**src/sv/bmic_pkg.sv**
```systemverilog
// Shared types, operation codes and reset constants for the bank mapper.
// No dependencies; every other file of the block imports this package.
package bmic_pkg;

  // Operation codes carried in the input word.
  localparam logic [1:0] OP_WRITE     = 2'd0;
  localparam logic [1:0] OP_TICK      = 2'd1;
  localparam logic [1:0] OP_CPU_QUERY = 2'd2;
  localparam logic [1:0] OP_PPU_QUERY = 2'd3;

  // Register file geometry.
  localparam int unsigned PROG_DEPTH = 4;
  localparam int unsigned PATT_DEPTH = 8;

  // Address decode, by the top nibble of a CPU address.
  localparam logic [3:0] TOP_PROG_LO = 4'h8;
  localparam logic [3:0] TOP_PROG_HI = 4'h9;
  localparam logic [3:0] TOP_PATT_LO = 4'hA;
  localparam logic [3:0] TOP_PATT_HI = 4'hD;
  localparam logic [3:0] TOP_RELOAD  = 4'hE;
  localparam logic [3:0] TOP_CONTROL = 4'hF;

  // Low address bits of a control write.
  localparam logic [1:0] CTL_ACK_RELOAD = 2'd0;
  localparam logic [1:0] CTL_IRQ_SETUP  = 2'd1;
  localparam logic [1:0] CTL_MIRROR     = 2'd2;

  // Program window that always maps the fixed top bank.
  localparam logic [1:0] PROG_FIXED_WIN = 2'd3;
  localparam logic [7:0] BANK_FIXED     = 8'hFF;

  // Counter masks chosen by the IRQ control bits.
  localparam logic [15:0] MASK_4  = 16'h000F;
  localparam logic [15:0] MASK_8  = 16'h00FF;
  localparam logic [15:0] MASK_12 = 16'h0FFF;
  localparam logic [15:0] MASK_16 = 16'hFFFF;

  localparam logic [7:0] PROG_RESET [PROG_DEPTH] = '{8'h00, 8'h01, 8'hFE, 8'h00};

  typedef struct packed {
    logic [1:0]  operation;
    logic [15:0] address;
    logic [7:0]  data;
  } bmic_in_t;

  typedef struct packed {
    logic [7:0] bank_number;
    logic       bank_valid;
    logic       wram_read_enable;
    logic       wram_write_enable;
    logic [1:0] mirroring_mode;
    logic       irq_line;
  } bmic_out_t;

  // Bank side of one result, handed from the register file to the top level.
  typedef struct packed {
    logic [7:0] bank_number;
    logic       bank_valid;
    logic       wram_rd;
    logic       wram_wr;
    logic [1:0] mirror;
  } bmic_bank_t;

  // Replace the high or the low nibble of a byte with the low nibble of data.
  function automatic logic [7:0] set_nibble(input logic [7:0] old, input logic hi,
                                            input logic [7:0] data);
    logic [7:0] res;
    if (hi) begin
      res = {data[3:0], old[3:0]};
    end else begin
      res = {old[7:4], data[3:0]};
    end
    return res;
  endfunction

endpackage

```
**src/sv/bmic_bank_regs.sv**
```systemverilog
// Program, pattern and mirroring registers with their write decode and bank lookup.
// Depends on bmic_pkg.
module bmic_bank_regs (
  input  logic                clk_i,
  input  logic                rst_ni,
  input  logic                step_i,
  input  bmic_pkg::bmic_in_t  item_i,
  output bmic_pkg::bmic_bank_t bank_o
);
  import bmic_pkg::*;

  logic [7:0] prog_q [PROG_DEPTH];
  logic [7:0] prog_d [PROG_DEPTH];
  logic [7:0] patt_q [PATT_DEPTH];
  logic [7:0] patt_d [PATT_DEPTH];
  logic [1:0] mirror_q, mirror_d;

  logic [3:0] top;
  logic [3:0] patt_top;
  logic [1:0] prog_idx;
  logic [2:0] patt_idx;
  logic [1:0] win;

  assign top      = item_i.address[15:12];
  assign patt_top = top - TOP_PATT_LO;
  assign prog_idx = {top[0], item_i.address[1]};
  assign patt_idx = {patt_top[1:0], item_i.address[1]};
  assign win      = item_i.address[14:13];

  always_comb begin
    prog_d   = prog_q;
    patt_d   = patt_q;
    mirror_d = mirror_q;
    if (item_i.operation == OP_WRITE) begin
      if (top inside {[TOP_PROG_LO:TOP_PROG_HI]}) begin
        prog_d[prog_idx] = set_nibble(prog_q[prog_idx], item_i.address[0], item_i.data);
      end else if (top inside {[TOP_PATT_LO:TOP_PATT_HI]}) begin
        patt_d[patt_idx] = set_nibble(patt_q[patt_idx], item_i.address[0], item_i.data);
      end else if (top == TOP_CONTROL && item_i.address[1:0] == CTL_MIRROR) begin
        mirror_d = item_i.data[1:0];
      end
    end
  end

  always_comb begin
    bank_o.bank_number = '0;
    bank_o.bank_valid  = 1'b0;
    case (item_i.operation)
      OP_CPU_QUERY: begin
        if (item_i.address[15]) begin
          bank_o.bank_number = (win == PROG_FIXED_WIN) ? BANK_FIXED : prog_q[win];
          bank_o.bank_valid  = 1'b1;
        end
      end
      OP_PPU_QUERY: begin
        if (item_i.address[15:13] == 3'd0) begin
          bank_o.bank_number = patt_q[item_i.address[12:10]];
          bank_o.bank_valid  = 1'b1;
        end
      end
      default: begin
        bank_o.bank_valid = 1'b0;
      end
    endcase
    // Status reflects the registers as they stand after this word.
    bank_o.wram_rd = prog_d[3][0];
    bank_o.wram_wr = prog_d[3][0] & prog_d[3][1];
    bank_o.mirror  = mirror_d;
  end

  always_ff @(posedge clk_i or negedge rst_ni) begin
    if (!rst_ni) begin
      prog_q   <= PROG_RESET;
      patt_q   <= '{default: '0};
      mirror_q <= '0;
    end else if (step_i) begin
      prog_q   <= prog_d;
      patt_q   <= patt_d;
      mirror_q <= mirror_d;
    end
  end

endmodule

```
**src/sv/bmic_irq_timer.sv**
```systemverilog
// IRQ reload value, masked down-counter, one-tick delay and interrupt flag.
// Depends on bmic_pkg.
module bmic_irq_timer (
  input  logic               clk_i,
  input  logic               rst_ni,
  input  logic               step_i,
  input  bmic_pkg::bmic_in_t item_i,
  output logic               irq_o
);
  import bmic_pkg::*;

  logic [15:0] reload_q, reload_d;
  logic [15:0] cnt_q, cnt_d;
  logic [3:0]  ctrl_q, ctrl_d;
  logic        delay_q, delay_d;
  logic        flag_q, flag_d;

  logic [3:0]  top;
  logic [15:0] mask;
  logic [15:0] cnt_dec;

  assign top     = item_i.address[15:12];
  assign cnt_dec = cnt_q - 16'd1;

  always_comb begin
    if (ctrl_q[3]) begin
      mask = MASK_4;
    end else if (ctrl_q[2]) begin
      mask = MASK_8;
    end else if (ctrl_q[1]) begin
      mask = MASK_12;
    end else begin
      mask = MASK_16;
    end
  end

  always_comb begin
    reload_d = reload_q;
    cnt_d    = cnt_q;
    ctrl_d   = ctrl_q;
    delay_d  = delay_q;
    flag_d   = flag_q;
    case (item_i.operation)
      OP_WRITE: begin
        if (top == TOP_RELOAD) begin
          case (item_i.address[1:0])
            2'd0:    reload_d[3:0]   = item_i.data[3:0];
            2'd1:    reload_d[7:4]   = item_i.data[3:0];
            2'd2:    reload_d[11:8]  = item_i.data[3:0];
            default: reload_d[15:12] = item_i.data[3:0];
          endcase
        end else if (top == TOP_CONTROL) begin
          if (item_i.address[1:0] == CTL_ACK_RELOAD) begin
            cnt_d  = reload_q;
            flag_d = 1'b0;
          end else if (item_i.address[1:0] == CTL_IRQ_SETUP) begin
            ctrl_d = item_i.data[3:0];
            flag_d = 1'b0;
          end
        end
      end
      OP_TICK: begin
        // A pending delay survives an acknowledge and fires here.
        if (delay_q) begin
          delay_d = 1'b0;
          flag_d  = 1'b1;
        end
        if (ctrl_q[0] && ((cnt_q & mask) != 16'd0)) begin
          cnt_d = cnt_dec;
          if ((cnt_dec & mask) == 16'd0) begin
            delay_d = 1'b1;
          end
        end
      end
      default: begin
        flag_d = flag_q;
      end
    endcase
  end

  assign irq_o = flag_d;

  always_ff @(posedge clk_i or negedge rst_ni) begin
    if (!rst_ni) begin
      reload_q <= '0;
      cnt_q    <= '0;
      ctrl_q   <= '0;
      delay_q  <= 1'b0;
      flag_q   <= 1'b0;
    end else if (step_i) begin
      reload_q <= reload_d;
      cnt_q    <= cnt_d;
      ctrl_q   <= ctrl_d;
      delay_q  <= delay_d;
      flag_q   <= flag_d;
    end
  end

endmodule

```
**src/sv/bank_mapper_with_irq_counter.sv**
```systemverilog
// Top level of the cartridge bank mapper with its IRQ counter.
// Depends on bmic_pkg, bmic_bank_regs and bmic_irq_timer.
//
// Usage:
// The input channel (in_valid_i, in_stall_o, in_word_i) takes one word per
// clock while in_stall_o is low: a CPU write, a CPU cycle tick, or a CPU or
// PPU bank query. Every accepted word yields exactly one result word on the
// output channel (out_valid_o, out_stall_i, out_word_o), in order.
// An accepted word sits in the input register, is applied to the mapper
// state as it moves into the result register, or into the skid register
// when the result register is full, and is then offered on the output.
// Throughput is one word per clock while in_stall_o is low; the input
// register feeds a single pass of decode and update logic.
// Results carry the bank for a query plus work RAM enables, mirroring and
// the IRQ line as they stand after the word.
// When the receiver stalls, the result register holds its word and a skid
// register catches one more (up to two results wait). in_stall_o, straight
// from registers, rises only when skid and input registers are both full.
// Reset empties all stages and returns the mapper registers to their
// power-on values; no input is stalled after reset.
module bank_mapper_with_irq_counter (
  input  logic                clk_i,
  input  logic                rst_ni,
  input  logic                in_valid_i,
  output logic                in_stall_o,
  input  bmic_pkg::bmic_in_t  in_word_i,
  output logic                out_valid_o,
  input  logic                out_stall_i,
  output bmic_pkg::bmic_out_t out_word_o
);
  import bmic_pkg::*;

  // Input register.
  bmic_in_t  s1_q;
  logic      s1_valid_q, s1_valid_d;
  // Result register and its skid register.
  bmic_out_t out_q, out_d;
  bmic_out_t skid_q, skid_d;
  logic      out_valid_q, out_valid_d;
  logic      skid_valid_q, skid_valid_d;

  logic       in_accept;
  logic       s1_move;
  logic       pop;
  bmic_bank_t bank;
  logic       irq;
  bmic_out_t  res;

  // The word in the input register moves on whenever the skid slot is free,
  // and only then does it update the mapper state.
  assign s1_move    = s1_valid_q && !skid_valid_q;
  assign in_stall_o = s1_valid_q && skid_valid_q;
  assign in_accept  = in_valid_i && !in_stall_o;
  assign pop        = out_valid_q && !out_stall_i;

  bmic_bank_regs u_bank_regs (
    .clk_i  (clk_i),
    .rst_ni (rst_ni),
    .step_i (s1_move),
    .item_i (s1_q),
    .bank_o (bank)
  );

  bmic_irq_timer u_irq_timer (
    .clk_i  (clk_i),
    .rst_ni (rst_ni),
    .step_i (s1_move),
    .item_i (s1_q),
    .irq_o  (irq)
  );

  always_comb begin
    res.bank_number       = bank.bank_number;
    res.bank_valid        = bank.bank_valid;
    res.wram_read_enable  = bank.wram_rd;
    res.wram_write_enable = bank.wram_wr;
    res.mirroring_mode    = bank.mirror;
    res.irq_line          = irq;
  end

  always_comb begin
    s1_valid_d = s1_valid_q;
    if (in_accept) begin
      s1_valid_d = 1'b1;
    end else if (s1_move) begin
      s1_valid_d = 1'b0;
    end
  end

  // Two-entry output buffer: the skid word refills the result register on a
  // pop, and a new result lands in whichever slot is free.
  always_comb begin
    out_d        = out_q;
    skid_d       = skid_q;
    out_valid_d  = out_valid_q;
    skid_valid_d = skid_valid_q;
    if (pop) begin
      out_d        = skid_q;
      out_valid_d  = skid_valid_q;
      skid_valid_d = 1'b0;
    end
    if (s1_move) begin
      if (!out_valid_q || pop) begin
        out_d       = res;
        out_valid_d = 1'b1;
      end else begin
        skid_d       = res;
        skid_valid_d = 1'b1;
      end
    end
  end

  always_ff @(posedge clk_i or negedge rst_ni) begin
    if (!rst_ni) begin
      s1_valid_q   <= 1'b0;
      out_valid_q  <= 1'b0;
      skid_valid_q <= 1'b0;
    end else begin
      s1_valid_q   <= s1_valid_d;
      out_valid_q  <= out_valid_d;
      skid_valid_q <= skid_valid_d;
    end
  end

  always_ff @(posedge clk_i) begin
    if (in_accept) begin
      s1_q <= in_word_i;
    end
    out_q  <= out_d;
    skid_q <= skid_d;
  end

  assign out_valid_o = out_valid_q;
  assign out_word_o  = out_q;

`ifndef ASSERT_OFF
  // Input is only held off while results are waiting at the output.
  a_stall_needs_output : assert property (@(posedge clk_i) disable iff (!rst_ni)
    in_stall_o |-> out_valid_o)
    else $error("input stalled with no result pending");

  // After a word leaves the input register, a result is valid at the output next cycle.
  a_move_reaches_output : assert property (@(posedge clk_i) disable iff (!rst_ni)
    (s1_valid_q && !skid_valid_q) |=> out_valid_o)
    else $error("processed word did not reach the output");

  // A valid result never enables work RAM writes while work RAM reads are disabled.
  a_wram_write_gated : assert property (@(posedge clk_i) disable iff (!rst_ni)
    (out_valid_o && out_word_o.wram_write_enable) |-> out_word_o.wram_read_enable)
    else $error("work RAM write enable without read enable");
`endif

endmodule
```
**config.mk**
```make
export PLATFORM = sky130hd
export DESIGN_NAME = bank_mapper_with_irq_counter
export DESIGN_NICKNAME = d
export VERILOG_FILES = /design/src/sv/bmic_pkg.sv /design/src/sv/bmic_bank_regs.sv /design/src/sv/bmic_irq_timer.sv /design/src/sv/bank_mapper_with_irq_counter.sv
export SDC_FILE = /design/constraint.sdc
export NUM_CORES = 1
export LEC_CHECK = 0
export ABC_AREA = 1
export BUFFER_PORTS_ARGS = -buffer_cell sky130_fd_sc_hd__buf_4
export CAP_MARGIN = 30
export CORE_UTILIZATION = 40
export DETAILED_ROUTE_END_ITERATION = 16
export MAX_ROUTING_LAYER = met4
export SYNTH_ARGS = -nofsm -noshare
export SYNTH_HDL_FRONTEND = slang
export SYNTH_SLANG_ARGS = --single-unit
export TNS_END_PERCENT = 50
```
**constraint.sdc**
```tcl
create_clock -name clk_i -period 2.04 [get_ports clk_i]
set_input_delay 0.306 -clock clk_i [delete_from_list [all_inputs] [get_ports clk_i]]
set_output_delay 0.306 -clock clk_i [all_outputs]
set_load 0.01 [all_outputs]
```
==> reports/results.ini <==
[floorplan]
ios=46
fp.coreArea_um2=22700
dieArea_um2=23900
rows=55
die_width_um=154
start_util=0.410
die_h_um=154

[route]
ant_nets=0
totalWireLength_um=26300
drt-vias-per-instance=5.24
wl_per_cell_um=16.9
routed-via-count=8172
dr.pass1.iters=5
drc=0
dr.first_iter.drc_count=706

[synthesis]
synth_cell_types=43
yosysMostFrequentCell=nand2_1
ys_top_cells_by_area=dfrtp_1, nand2_1, edfxtp_1
synth_fa_ha_area_frac=0.00269
synth_seq_cells=181
synthCells=1194
synth_compound_gate_area_share=0.130
synth_mux_area_frac=0.0231
ys_seq_area_frac=0.496
ys_top_cells_by_count=nand2_1, dfrtp_1, o21ai_0
synth_top_flop_cell=dfrtp_1
synth_area_um2=9300
synth_top_area_cell=dfrtp_1
synth-async-reset-ratio=0.768
syn-num-nets=1226
synth-simple-area-share=0.278
synth_edf_count=28
yosys.area_share.xor_xnor=0.00188
postSynthAreaPerCell_um2=7.79
yosys.area.top_type_share=0.352
yosys_warnings=0
synth_top_family_by_area=simple AND/OR/NAND/NOR gates

[timing]
fmax_ghz=0.513
setup_tns_ps=0
slew-limit-headroom=0.577
slew_viol_final=0
fin_ws_ps=90.0
report.final.hold_viol_count=0
skew_ps=13.0
finalWorstPathRequiredPeriod_ps=1950
rsz0062_at_grt=yes
setup_viol=0
period_share=0.956
worst_slew_pin_slew_ps=635

[grt]
grtUsageMet3=0.0319
grt_max_degree=65
busiest_layer=met2
grt_pass1_vias=7682
grt_remaining_overflow=0
antenna_found_initial=0
grt_pass1_wl_um=42000
met2_usage=0.363
grt_util_all_layers=0.237
grt_use_met1=0.326

[clocking]
numCtsBuffers=17
cts_root_buf=clkbuf_16
clk_pin_slew_ps=80
cts_max_level=4
cts_buffer_depth=2
clock_sinks=181
clk_latency_ps=440
cts_tree=built

[placed_design]
place_ws_ps=76.5
place.gp.congestion=0.904
portBuffers=33
placed_cell_area_um2=10200
hpwl_um=18100

[status]
status=complete, no violations

[power]
power_density_nw_per_um2=1150
p_leak_nw=5.11
power_mw=12.5
vdd_ir_drop_max_mv=0.561

[hold_path]
hp-class=input port to flip-flop

[critical_path]
worst-path-buf-inv=4
start_kind=flip-flop
cp_common_cell=buf_4
crit_fanout=14
cp_top_family=buffers and inverters
crit_arrival_ps=2260
slowest_delay_ps=380
path_cells=buf_4 > clkinv_1 > buf_4 > nor2_1 > nand2_1 > nor2_1 > nand4_1 > buf_4 > nand2_1 > o21ai_0
worstSetupEndpointType=flip-flop
critPathKind=flip-flop to flip-flop
slowest_stage=edfxtp_1
required_ps=2350

[finish]
final_area_um2=10900
drive_above_1_share=0.141
finalNetCount=1293
final_util=0.480
area_growth_syn_to_layout_pct=17.2
register_area_um2=4610
multi_input_area_um2=4090
num-fill-cells=2247
diodes=0

[job]
cap_violations=0

-- per-stage QoR --
stage          std cells  hold WS [ps]
2_1_floorplan       1194          10.4
3_3_place_gp        1520           358
3_5_place_dp        1520           355
4_1_cts             1553          21.8
5_1_grt             1559          12.6
6_report            1559          35.5
-- logic make-up (layout without fill, tap and decap cells) --
logic type	Yosys count	after routing
fa+ha+maj	2	2
mux	20	20
simple gates	619	619
flops	181	181
xor+xnor	2	2
buf+inv	158	238
compound gates	212	212
-- power by group --
part           total [mW]  switching, mW  leakage (nW)  internal [mW]
clock network        3.46           1.67         0.306           1.79
registers            4.98          0.558          2.26           4.43
logic                4.08           2.57          2.54           1.51
-- placed cells by master (no fill, tap or decap), drive strengths merged, types with 9 or more instances in the layout --
| cell | instances |
|---|---|
| clkbuf | 17 |
| mux2 | 12 |
| nand3 | 71 |
| dfrtp | 131 |
| nor2 | 62 |
| o21ai | 132 |
| nand4 | 12 |
| nand2 | 463 |
| o2111ai | 9 |
| inv | 122 |
| dfxtp | 14 |
| edfxtp | 28 |
| buf | 89 |
| a21oi | 31 |
| o211ai | 20 |
-- path summary, 6_finish.rpt --
| path | from | slack [ps] | cells past startpoint | endpoint |
|---|---|---|---|---|
| setup / recovery | s1_q[21] | 90 | 10 | u_irq_timer.reload_q[15] |
| hold / removal | in_word_i[8] | 40 | 1 | s1_q[8] |
| setup reg to reg | s1_q[21] | 90 | 10 | u_irq_timer.reload_q[15] |
| hold reg to reg | u_bank_regs.patt_q[2] | 490 | 2 | u_bank_regs.patt_q[2] |
| max in group asynchronous | rst_ni | 920 | 3 | u_bank_regs.patt_q[11] |
| min in group asynchronous | rst_ni | 430 | 2 | u_bank_regs.patt_q[23] |
-- registers in the layout, indices dropped and copies added (netlist names), named ones only --
register / flops
out_valid_o: 1
out_word_o: 14
s1_q: 14
s1_valid_q: 1
skid_q: 14
u_bank_regs.mirror_q: 2
u_bank_regs.patt_q: 64
u_bank_regs.prog_q: 32
u_irq_timer.cnt_q: 16
u_irq_timer.ctrl_q: 4
u_irq_timer.delay_q: 1
u_irq_timer.flag_q: 1
u_irq_timer.reload_q: 16
-- timing repair --
action | 4_1_cts | 5_1_grt
buffers inserted | 0 | 6
endpoints found under the hold margin | 50 | 0
endpoints found under the setup margin | 0 | 59
resized for setup | 0 | 11
hold buffers | 1 | 0
-- area by class of cell --
type / count / share of cell area
Clock buffer: 17 / 0.0390
Tap cell: 285 / 0.0327
Timing Repair Buffer: 90 / 0.0717
Multi-Input combinational cell: 855 / 0.375
Clock inverter: 15 / 0.0183
Sequential cell: 181 / 0.423
Inverter: 116 / 0.0399
-- routing by layer --
metal / up-vias / part of all wire
li1: 4040 / -
met1: 3859 / 0.46
met2: 237 / 0.46
met3: 36 / 0.058
met4: 0 / 0.019
met5: - / 0
(Power assumes the default switching activity.)
